===== src/rtl/core/mbe_pkg.sv =====
package mbe_pkg;

  // behaviour constants
  localparam int unsigned MAX_ITERATIONS = 256;
  localparam int unsigned MAX_DIM        = 4096;
  localparam int unsigned FIFO_DEPTH     = 2;
  localparam int unsigned FRAC_BITS      = 28;

  // iteration counter must hold MAX_ITERATIONS itself
  localparam int unsigned CNT_W = $clog2(MAX_ITERATIONS + 1);

  localparam logic [63:0] BAILOUT_Q56 = 64'd4 << (2 * FRAC_BITS);

  typedef enum logic [1:0] {
    REG_ORIGIN_RE = 2'd0,
    REG_ORIGIN_IM = 2'd1,
    REG_STEP_RE   = 2'd2,
    REG_STEP_IM   = 2'd3
  } cfg_reg_e;

  typedef enum logic [1:0] {
    ST_IDLE,
    ST_MUL,
    ST_UPD
  } back_state_e;

  typedef struct packed {
    logic signed [31:0] origin_re;
    logic signed [31:0] origin_im;
    logic [30:0]        step_re;
    logic [30:0]        step_im;
  } cfg_t;

  typedef struct packed {
    logic signed [31:0] c_re;
    logic signed [31:0] c_im;
  } cpoint_t;

  typedef struct packed {
    logic full;
    logic empty;
  } fifo_status_t;

  // saturate a wide signed value to the signed q4.28 range
  function automatic logic signed [31:0] sat_q(input logic signed [47:0] v);
    logic signed [31:0] r;
    if (v > 48'sd2147483647) begin
      r = 32'sh7fff_ffff;
    end else if (v < -48'sd2147483648) begin
      r = 32'sh8000_0000;
    end else begin
      r = v[31:0];
    end
    return r;
  endfunction

  function automatic logic [11:0] clamp_index(input logic [11:0] v);
    logic [11:0] r;
    if (17'(v) >= 17'(MAX_DIM)) begin
      r = 12'(MAX_DIM - 1);
    end else begin
      r = v;
    end
    return r;
  endfunction

endpackage


===== src/rtl/core/mbe_fifo.sv =====
module mbe_fifo #(
  parameter int unsigned Depth = mbe_pkg::FIFO_DEPTH
) (
  input  logic                  clk_i,
  input  logic                  rst_ni,
  input  logic                  push_i,
  input  mbe_pkg::cpoint_t      wdata_i,
  input  logic                  pop_i,
  output mbe_pkg::cpoint_t      rdata_o,
  output mbe_pkg::fifo_status_t status_o
);

  localparam int unsigned PtrW = (Depth > 1) ? $clog2(Depth) : 1;
  localparam int unsigned CntW = $clog2(Depth + 1);

  mbe_pkg::cpoint_t mem_q [Depth];
  logic [PtrW-1:0]  wr_ptr_q, wr_ptr_d;
  logic [PtrW-1:0]  rd_ptr_q, rd_ptr_d;
  logic [CntW-1:0]  cnt_q, cnt_d;

  assign status_o.full  = (cnt_q == CntW'(Depth));
  assign status_o.empty = (cnt_q == '0);
  assign rdata_o        = mem_q[rd_ptr_q];

  always_comb begin
    wr_ptr_d = wr_ptr_q;
    rd_ptr_d = rd_ptr_q;
    cnt_d    = cnt_q;
    if (push_i) begin
      wr_ptr_d = (wr_ptr_q == PtrW'(Depth - 1)) ? '0 : wr_ptr_q + 1'b1;
    end
    if (pop_i) begin
      rd_ptr_d = (rd_ptr_q == PtrW'(Depth - 1)) ? '0 : rd_ptr_q + 1'b1;
    end
    if (push_i && !pop_i) begin
      cnt_d = cnt_q + 1'b1;
    end else if (pop_i && !push_i) begin
      cnt_d = cnt_q - 1'b1;
    end
  end

  always_ff @(posedge clk_i or negedge rst_ni) begin
    if (!rst_ni) begin
      wr_ptr_q <= '0;
      rd_ptr_q <= '0;
      cnt_q    <= '0;
    end else begin
      wr_ptr_q <= wr_ptr_d;
      rd_ptr_q <= rd_ptr_d;
      cnt_q    <= cnt_d;
    end
  end

  always_ff @(posedge clk_i) begin
    if (push_i) begin
      mem_q[wr_ptr_q] <= wdata_i;
    end
  end

endmodule


===== config.mk =====
export PLATFORM = sky130hd
export DESIGN_NAME = mbe_fifo
export DESIGN_NICKNAME = d
export VERILOG_FILES = /design/src/rtl/core/mbe_pkg.sv /design/src/rtl/core/mbe_fifo.sv
export SDC_FILE = /design/constraint.sdc
export NUM_CORES = 1
export LEC_CHECK = 0
export BUFFER_PORTS_ARGS = -buffer_cell sky130_fd_sc_hd__buf_2
export CAP_MARGIN = 40
export CORE_AREA = 2 2 115 117
export CTS_CLUSTER_DIAMETER = 80
export DETAILED_ROUTE_END_ITERATION = 7
export DIE_AREA = 0 0 117 119
export PLACE_DENSITY = 0.71
export SLEW_MARGIN = 20
export SYNTH_ARGS = -nofsm -noshare
export SYNTH_HDL_FRONTEND = slang
export SYNTH_SLANG_ARGS = --single-unit

===== constraint.sdc =====
create_clock -name clk_i -period 3.5 [get_ports clk_i]
set_input_delay 0.525 -clock clk_i [delete_from_list [all_inputs] [get_ports clk_i]]
set_output_delay 0.525 -clock clk_i [all_outputs]
set_load 0.1 [all_outputs]

# == After elaboration in Yosys (flattened, before gate mapping) ==
# Memory sizes are Yosys's and may differ from the RTL's.
# Cells that the tools add are included.
# word_totals
memories,1
mem_bits_rw,128
register_bits,4
# classes
mux,6
n_addsub,4
n_reduce_logical,6
eq_ne,1
# memory_table
name,words,word_bits,rd,rd_ports_with_merged_regs,wr,line,source
mem_q,2,64,1,0,1,mbe_fifo.sv:16,mbe_pkg::cpoint_t mem_q [Depth];
# ops
operator,count
$mux W1,4
$mux W2,2
$add A1 B1 Y1 const B,2
$add A2 B1 Y2 const B,1
$eq A2 B2 Y1 const B,1
$logic_and A1 B1 Y1,2
$logic_not A1 Y1,2
$logic_not A2 Y1,1
$reduce_bool A2 Y1,1
$sub A2 B1 Y2 const B,1

# == Depth between registers and ports, before layout ==
# depth
ltp_word,4
mapped_depth,5
ltp_nobuf,5

# == Worst setup path after synthesis ==
# No wires, ideal clock.
# synth_timing
path_kind,in2reg
from,input push_i
to,"memory mem_q[0][0] (netlist bit), enable pin"
arrival_time_ns,3.339
stages,1
setup_slack_ns,-0.333
setup_ns,0.494
path_cell_list,nor2b_1
# synth_between
elab_chain_len,2
# synth_rtl
element,line,source
"start, declared",mbe_fifo.sv:6,"input logic push_i,"
$mux W1,mbe_fifo.sv:55,if (push_i) begin
$mux W1 (not written as such),mbe_fifo.sv:56,mem_q[wr_ptr_q] <= wdata_i;
"end, declared",mbe_fifo.sv:16,
# No other way between the ends.

==> metrics <==
Finish-stage setup viols=0; simple logic cell fraction of the synthesized area=0.00524; htree depth=4; num rows=42; sequential share of the synthesized area=0.787; slowest stage delay, CP=0.80 ns; PortBufs=133; worst reg2reg path depth=2; Worst setup EP type=output pin; Post-Synth Adder-Cell Area=0.00250; total CTS buffers=17; Final Hold Fails=0; Stages on worst setup path=3; CTS clk-pin slew, worst paths=0.05 ns; DR pass1 iterations=4; largest family of logic cells by synthesized area=multiplexers; layout cells sized above 1=0.608; initial antenna violation count=0; drc violations=0; Synth Area in XOR/XNOR=0.00874; Worst setup SP type=flip-flop; core area=12900 µm²; total routed wirelength=8200 µm; Horiz. Die Dim=117 µm; Compound-Gate Fraction of Synth Area=0; Iteration-0 DRC Markers=94; Post-Syn Area=5010 µm²; global route overflow=0; CP startpoint=rd_ptr_q$_DFFE_PN0P_; clock skew=0.00423 ns; Slowest cell on crit path=dfrtp_4; CP Buf/Inv Count=2; CP required=2.97 ns; Final #Nets=434; ANT nets after route=0; post-synthesis mux area share=0.181; Clock Tree Root=clkbuf_16; initial core utilization=0.389; HP Class=input port to flip-flop; top cells by area, synth=edfxtp_1, mux2_4, mux2_2, dfrtp_1, buf_6; number of global-route vias before repair=2547; Placer Congestion=0.673; Hold WS=0.306 ns; Die ar.=13900 µm²; count of final max-slew check failures=0; CTS Sinks=132; Yosys top cell area share=0.767; Avg Inst Size Synth=23.3 µm²; Max-Cap Viols=0; pin count of the biggest net entering global routing=37; arrival time worst endpoint=2.25 ns; CTS tree=done; Syn Nets=284; Slew @ Worst Pin=0.602 ns; Slew headroom=0.599; Post-Synthesis Cells=215; final period utilization=0.793; r2r endpoint=mem_q[1][5]$_DFFE_PP_; CP max FO=34; total number of vias=2466; crit-path cells=buf_12 -> mux2_2 -> buf_2; yosys warns=0; drt wl/cell=14.8 µm; first-pass GRT wire length=12400 µm; leading area contributor after synthesis=edfxtp_1; Finished Cell Area=6480 µm²; Final HPWL DP=5310 µm; I/O Pins=134; number of vias per cell=4.45; post_cts resized=0; gr usage total=0.123; Setup TNS=0 ns; Clock Latency Late Sink=0.40 ns; critical setup path kind=flip-flop to output pin; launching point of the worst reg2reg path=wr_ptr_q$_DFFE_PN0P_; Area Growth Syn to Fin=29.3%; status=completed; cell family with most CP delay=flip-flops; FF+latch count, synth=132; die height=119 µm; R2R setup slack=1.98 ns; Tmin final=2.77 ns; CP Capture Point=rdata_o[49]; ant diodes=0; Distinct cells, synth=13; unrepaired setup endpoints after global routing=false; Max Clk Rate=360 MHz; Longest Clk Path Bufs=2; placed cell areas=5890 µm²
==> how the worst min path moves through the flow <==
stage	cells past startpoint	from	endpoint	slack [ns]
6_report	1	wdata_i[16]	mem_q[1][16]$_DFFE_PP_	0.31
3_5_place_dp	1	rst_ni	cnt_q[1]$_DFFE_PN0P_	0.34
4_1_cts	1	wdata_i[16]	mem_q[1][16]$_DFFE_PP_	0.28
2_1_floorplan	0	rst_ni	cnt_q[0]$_DFFE_PN0P_	0.23
5_1_grt	1	wdata_i[39]	mem_q[1][39]$_DFFE_PP_	0.28
3_3_place_gp	1	rst_ni	cnt_q[0]$_DFFE_PN0P_	0.33
==> flip-flops by register name, summed over array words and instances, names as in the netlist <==
name      cells
rd_ptr_q      1
mem_q       128
wr_ptr_q      1
cnt_q         2
==> area by class of cell <==
| type | count | area (µm²) |
|---|---|---|
| clock buffers | 20 | 437 |
| clock inverters | 12 | 138 |
| fillers | 1043 | 6400 |
| inverters | 1 | 3.75 |
| multi-input cells | 75 | 1000 |
| flip-flops and latches | 132 | 3950 |
| well taps | 176 | 220 |
| repair buffers | 138 | 731 |
==> synth_stat cells <==
cell type  count
nor2b_1        2
mux2_4        50
inv_1          1
edfxtp_1     128
and2_1         1
dfrtp_1        4
xnor2_1        1
mux2_2        14
nor2_1         2
ha_1           1
xor2_1         4
buf_6          6
buf_2          1
==> cells in the final DEF (no fill, tap or decap) <==
cell type / Yosys / routed
buf_4: 0 / 2
dlygate4sd3_1: 0 / 1
clkbuf_16: 0 / 17
xor2_1: 4 / 4
mux2_4: 50 / 50
nor2b_1: 2 / 1
nor2_1: 2 / 2
inv_1: 1 / 1
clkinv_4: 0 / 1
clkinv_1: 0 / 3
clkinv_2: 0 / 4
ha_1: 1 / 1
clkbuf_1: 0 / 3
xnor2_1: 1 / 1
buf_12: 0 / 2
mux2_2: 14 / 14
and2_4: 0 / 1
dfrtp_4: 0 / 1
edfxtp_1: 128 / 128
clkinvlp_4: 0 / 1
bufinv_16: 0 / 3
nor2b_4: 0 / 1
dfrtp_1: 4 / 3
buf_2: 1 / 133
==> metal layers <==
metal | part of all wire | GRT usage
met2 | 0.51 | 0.202
met5 | 0 | 0
met3 | 0.067 | 0.0499
met4 | 0.020 | 0.0618
met1 | 0.41 | 0.135
==> metrics by stage <==
stage,setup WS (ns),utilization,instances
after detailed placement,1.13,0.458,521
after CTS,0.673,0.503,554
after floorplan,0.864,-,215
after global routing,0.629,0.503,554
final,0.726,0.503,554
after global placement,1.15,0.456,520
==> logic make-up after synthesis <==
kind of cell / count (synthesis)
xor gates and xnor gates: 5
and+or+nand+nor: 5
adders and majority gates: 1
DFF: 132
buffers and inverters: 8
muxes: 64
==> what timing repair did <==
item | 4_1_cts | 5_1_grt
hold buffers | 1 | 0
setup buffers | 0 | 0
endpoints found under the hold margin | 4 | 0
Power is not shown: default switching activity piles up to over one toggle a cycle in this logic, so the estimate is an artifact.
