==> src/rtl/core/mbe_pkg.sv <==
package mbe_pkg;

  // behaviour constants
  localparam int unsigned MAX_ITERATIONS = 256;
  localparam int unsigned MAX_DIM        = 4096;
  localparam int unsigned FIFO_DEPTH     = 2;
  localparam int unsigned FRAC_BITS      = 28;

  // iteration counter must hold MAX_ITERATIONS itself
  localparam int unsigned CNT_W = $clog2(MAX_ITERATIONS + 1);

  localparam logic [63:0] BAILOUT_Q56 = 64'd4 << (2 * FRAC_BITS);

  typedef enum logic [1:0] {
    REG_ORIGIN_RE = 2'd0,
    REG_ORIGIN_IM = 2'd1,
    REG_STEP_RE   = 2'd2,
    REG_STEP_IM   = 2'd3
  } cfg_reg_e;

  typedef enum logic [1:0] {
    ST_IDLE,
    ST_MUL,
    ST_UPD
  } back_state_e;

  typedef struct packed {
    logic signed [31:0] origin_re;
    logic signed [31:0] origin_im;
    logic [30:0]        step_re;
    logic [30:0]        step_im;
  } cfg_t;

  typedef struct packed {
    logic signed [31:0] c_re;
    logic signed [31:0] c_im;
  } cpoint_t;

  typedef struct packed {
    logic full;
    logic empty;
  } fifo_status_t;

  // saturate a wide signed value to the signed q4.28 range
  function automatic logic signed [31:0] sat_q(input logic signed [47:0] v);
    logic signed [31:0] r;
    if (v > 48'sd2147483647) begin
      r = 32'sh7fff_ffff;
    end else if (v < -48'sd2147483648) begin
      r = 32'sh8000_0000;
    end else begin
      r = v[31:0];
    end
    return r;
  endfunction

  function automatic logic [11:0] clamp_index(input logic [11:0] v);
    logic [11:0] r;
    if (17'(v) >= 17'(MAX_DIM)) begin
      r = 12'(MAX_DIM - 1);
    end else begin
      r = v;
    end
    return r;
  endfunction

endpackage

==> src/rtl/core/mbe_front.sv <==
module mbe_front (
  input  logic                     clk_i,
  input  logic                     rst_ni,
  input  mbe_pkg::cfg_t            cfg_i,
  input  logic                     in_valid_i,
  output logic                     in_ready_o,
  input  logic [11:0]              pixel_x_i,
  input  logic [11:0]              pixel_y_i,
  output logic                     push_o,
  output mbe_pkg::cpoint_t         point_o,
  input  logic                     q_full_i
);

  logic        valid_q, valid_d;
  logic [42:0] prod_re_q, prod_re_d;
  logic [42:0] prod_im_q, prod_im_d;
  logic signed [47:0] sum_re, sum_im;
  logic        take;

  assign push_o     = valid_q && !q_full_i;
  assign in_ready_o = !valid_q || !q_full_i;
  assign take       = in_valid_i && in_ready_o;

  assign prod_re_d = mbe_pkg::clamp_index(pixel_x_i) * cfg_i.step_re;
  assign prod_im_d = mbe_pkg::clamp_index(pixel_y_i) * cfg_i.step_im;

  always_comb begin
    valid_d = valid_q;
    if (take) begin
      valid_d = 1'b1;
    end else if (push_o) begin
      valid_d = 1'b0;
    end
  end

  always_ff @(posedge clk_i or negedge rst_ni) begin
    if (!rst_ni) begin
      valid_q <= 1'b0;
    end else begin
      valid_q <= valid_d;
    end
  end

  always_ff @(posedge clk_i) begin
    if (take) begin
      prod_re_q <= prod_re_d;
      prod_im_q <= prod_im_d;
    end
  end

  // origin plus offset, both widened to 48 bits before saturation
  assign sum_re = {{16{cfg_i.origin_re[31]}}, cfg_i.origin_re} + {5'b0, prod_re_q};
  assign sum_im = {{16{cfg_i.origin_im[31]}}, cfg_i.origin_im} + {5'b0, prod_im_q};

  assign point_o.c_re = mbe_pkg::sat_q(sum_re);
  assign point_o.c_im = mbe_pkg::sat_q(sum_im);

endmodule

==> config.mk <==
export PLATFORM = sky130hd
export DESIGN_NAME = mbe_front
export DESIGN_NICKNAME = d
export VERILOG_FILES = /design/src/rtl/core/mbe_pkg.sv /design/src/rtl/core/mbe_front.sv
export SDC_FILE = /design/constraint.sdc
export NUM_CORES = 2
export LEC_CHECK = 0
export ABC_AREA = 1
export ABC_CLOCK_PERIOD_IN_PS = 15090
export BUFFER_PORTS_ARGS = -buffer_cell sky130_fd_sc_hd__buf_2
export CAP_MARGIN = 30
export CORE_MARGIN = 3
export CORE_UTILIZATION = 55
export CTS_BUF_LIST = sky130_fd_sc_hd__clkbuf_2
export DETAILED_ROUTE_END_ITERATION = 6
export HOLD_SLACK_MARGIN = 0.06
export PLACE_DENSITY = 0.73
export REMOVE_ABC_BUFFERS = 1
export SLEW_MARGIN = 25
export SYNTH_ARGS = -nofsm -noshare
export SYNTH_HDL_FRONTEND = slang
export SYNTH_SLANG_ARGS = --single-unit
==> constraint.sdc <==
create_clock -name clk_i -period 15.09 [get_ports clk_i]
set_input_delay 3.018 -clock clk_i [delete_from_list [all_inputs] [get_ports clk_i]]
set_output_delay 3.018 -clock clk_i [all_outputs]
set_load 0.01 [all_outputs]
# Yosys cells after proc, flatten, opt, wreduce, memory -nomap -nowiden
# Index checks and enable logic that the tools add are counted.
[word_totals]
regBits = 87
latchBits = 0
romBits = 0
ram_bits = 0
memories = 0
[op_classes]
n_mul = 2
shift = 0
magnitude_cmp = 4
n_eq_ne = 0
addsub = 2
n_mux = 6
reduce_logical = 6
n_div = 0
bitwise = 0
[ops]
columns = ["operator", "n"]
rows = [
  ["$mux 32", 4],
  ["$add 32x44->45", 2],
  ["$gt 45x32->1 const B", 2],
  ["$lt 45x32->1 const B", 2],
  ["$mul 12x31->43", 2],
  ["$logic_and 1x1->1", 2],
  ["$logic_not 1->1", 2],
  ["$mux 1", 2],
  ["$reduce_bool 2->1", 1],
  ["$logic_or 1x1->1", 1],
]

# Logic depth before layout (Yosys ltp)
[logic_depth]
ltp_word = 4
depth_mapped = 27
ltp_nobuf = 26

# Worst setup path before layout
# No wires, ideal clock.
[synth_timing]
path_kind = "in2out"
startpoint = "input cfg_i[94] in the netlist's numbering"
endpoint = "output point_o[45] in the netlist's numbering"
t_required_ns = 12.072
stages = 20
path_slack_ns = 7.075
n_path_buf = 1
arrival_ns = 4.997
path_cell_list = "ha_1 > fa_1 > nand2_1 > nand2_1 > nand3_1 > nand2_2 > nand2_1 > nand3_2 > nand2_2 > nand2_1 > nand2_1 > nand2_1 > nor2_1 > nand2_1 > nor2_1 > nand2_1 > nand2_2 > buf_6 > nand2_1 > nand2_1"
[synth_rtl]
columns = ["item", "line_no", "text"]
rows = [
  ["from (decl)", "mbe_front.sv:4", "input mbe_pkg::cfg_t cfg_i,"],
  ["to (decl)", "mbe_front.sv:10", "output mbe_pkg::cpoint_t point_o,"],
]

==> flow_summary.json <==
{
  "dieWidth_um": 255.7,
  "hold_start": "valid_q$_DFFE_PN0P_",
  "clock-sinks": 87,
  "gp_congestion": 0.9917,
  "max_stage_delay_ns": 0.45,
  "final_core_util_pct": 58.89,
  "drcViolationCount": 0,
  "cts_setup_buffers": 0,
  "drv_slew": 0,
  "grt_pass1_wl_um": 156900,
  "hold_path_depth": 2,
  "wl_per_cell_um": 16.06,
  "cts_buffer_depth": 2,
  "syn-instance-count": 4928,
  "cp-start-kind": "input port",
  "cts_resized": 0,
  "syn_area_um2": 34290,
  "timing.max_cap.violations": 0,
  "final_common_cell": "nand2_1",
  "synth_edf_count": 86,
  "syn2layout_area_growth_pct": 4.812,
  "fill_cells": 5993,
  "ys.flop_type": "edfxtp_1",
  "synth_top_area_share_pct": 33.97,
  "wl_met3_um": 7730,
  "reg2reg_slack_ns": 13.36,
  "initial_core_util_pct": 56.19,
  "viasPerCell": 5.157,
  "critical_path_buf_inv_count": 2,
  "grt_max_degree": 45,
  "avgSynthCellArea_um2": 6.959,
  "ant_nets": 0,
  "hold_viol_final": 0,
  "hold_path_class": "reg2reg",
  "die_area_um2": 65390,
  "dr.pass1.iters": 6,
  "dpl-instance-area_um2": 35830,
  "dr_total_vias": 30150,
  "routed_wl_um": 93890,
  "slew_headroom_pct": 46.42,
  "highest_layer": "met5",
  "rr_startpoint": "valid_q$_DFFE_PN0P_",
  "grt_pass1_vias": 30480,
  "port_buffers": 219,
  "wl_met2_um": 41400,
  "cts_hold_buf": 0,
  "finalSetupViolCount": 0,
  "rsz0062_at_grt": "no",
  "ctsHtreeMaxLevel": 3,
  "async_flop_share_pct": 1.149,
  "crit_fanout": 31,
  "final.setup.tns_ns": 0,
  "ys_ff_latch": 87,
  "r2r_cells": 3,
  "cp_slowest_cell": "fa_1",
  "met1Wirelength_um": 43480,
  "antenna_found_initial": 2,
  "fin_nets": 6000,
  "mostFrequentLayoutCells": "nand2_1 (1671), inv_1 (1289), fa_1 (582)",
  "r2r_end": "prod_im_q[25]$_DFFE_PP_",
  "period_share_pct": 59.75,
  "drive_gt1_share_pct": 6.317,
  "yosysSeqAreaShare_pct": 7.603,
  "cp.arrival_ns": 6.00,
  "yosysTopAreaCell": "fa_1",
  "io_pins": 220,
  "min_to": "valid_q$_DFFE_PN0P_",
  "tightest_slew_ns": 0.8037,
  "cp_common_cell": "nand2_1",
  "finClkSkew_ns": 0.04606,
  "final_cell_area_um2": 35940,
  "fmax_mhz": 110.9,
  "synth.distinct_cells": 45,
  "clockRootBuffer": "clkbuf_2",
  "worstSetupEndpointType": "primary output",
  "grt_overflow": 0,
  "die_h_um": 255.7,
  "place_hpwl_um": 79470,
  "outcome": "finished, final reports clean",
  "cts_tree": "done",
  "clock_latency_ns": 0.62,
  "finalCriticalPeriod_ns": 9.016,
  "ys_warn_count": 0,
  "coreArea_um2": 61030,
  "rows": 90,
  "cts_buffers": 9,
  "crit_chain": "buf_2 -> ha_1 -> fa_1 -> nand2_1 -> nand2_1 -> nand3_1 -> nand2_2 -> nand2_1 -> nand3_2 -> nand2_2 -> nand2_1 -> nand2_1 -> nand2_1 -> nor2_1 -> nand2_1 -> nor2_1 -> nand2_1 -> nand2_2 -> nand2_1 -> nand2_1 -> buf_2",
  "path_class": "in2out",
  "grt_usage_pct": 29.37,
  "cp_top_family": "simple AND/OR/NAND/NOR gates",
  "drt_iter0_markers": 2479,
  "critical_path_required_ns": 12.07,
  "synth.area.top_cells": "fa_1 (34%), nand2_1 (18%), inv_1 (14%)",
  "clkSlewWorstSetupHoldPaths_ns": 0.26
}
## per-layer routing
| metal | vias to the layer above | global-route usage (%) |
|---|---|---|
| met2 | 1182 | 46.09 |
| met4 | 2 | 4.941 |
| met5 | - | 0 |
| met1 | 14400 | 44.60 |
| li1 | 14480 | - |
| met3 | 87 | 3.354 |
## synthesized netlist by cell type, types with 8 or more instances
cell,number
o21a_1,18
o21bai_1,9
a21oi_1,158
clkbuf_1,134
buf_6,12
xor2_1,84
nand3_2,8
nand2_2,26
nand2_1,1671
nor3_1,11
a31oi_1,36
nand3_1,79
fa_1,582
nor2_2,23
o21ai_0,50
edfxtp_1,86
xnor2_1,47
nand4_1,23
inv_1,1289
ha_1,250
nor2_1,251
nand3b_1,11
## cells by family (layout without fill, tap and decap cells)
kind of cell | Yosys count | after routing | share of synthesized area (%)
DFF | 87 | 87 | 7.603
buffers and inverters | 1441 | 1531 | 16.03
AOI/OAI and AO/OA | 305 | 305 | 5.071
xor gates and xnor gates | 131 | 131 | 3.346
adders and majority gates | 832 | 832 | 43.10
other | 0 | 1 | 0
and+or+nand+nor | 2132 | 2132 | 24.85
## stage by stage
| step | setup slack (ns) | std cells | hold WS (ns) |
|---|---|---|---|
| final | 6.074 | 5847 | 0.6097 |
| after global routing | 5.782 | 5847 | 0.6430 |
| after CTS | 6.054 | 5846 | 0.6130 |
| after detailed placement | 6.054 | 5831 | 0.5601 |
| after global placement | 6.069 | 5830 | 0.5552 |
| after floorplan | 6.946 | 4782 | 0.5410 |
## area by class of cell
class | instances | area, um^2 | area share, %
timing repair buffer | 221 | 1124 | 3.126
antenna | 1 | 2.502 | 0.006962
inverter | 1295 | 4861 | 13.52
sequential | 87 | 2608 | 7.254
multi-input combinational | 3400 | 26200 | 72.89
tap | 828 | 1036 | 2.882
clock inverter | 6 | 70.07 | 0.1949
clock buffer | 9 | 45.04 | 0.1253
## worst min-delay path, stage by stage (launching register included)
cell and delay [ns]:
dfrtp_1 0.47, nand2_1 0.08, nand2_1 0.06
## sequential cells by signal, indices dropped and copies added, names as in the netlist
signal     flops
prod_re_q     43
prod_im_q     43
valid_q        1
## how the worst max path moves through the flow
stage,startpoint,slack [ns],cells past startpoint,end
2_1_floorplan,cfg_i[94],6.95,16,point_o[32]
3_3_place_gp,cfg_i[94],6.07,18,point_o[53]
3_5_place_dp,cfg_i[94],6.05,18,point_o[34]
4_1_cts,cfg_i[94],6.05,18,point_o[34]
5_1_grt,cfg_i[94],5.78,21,point_o[34]
6_report,cfg_i[94],6.07,21,point_o[57]
Power is not shown: default switching activity piles up to over one toggle a cycle in this logic, so the estimate is an artifact.
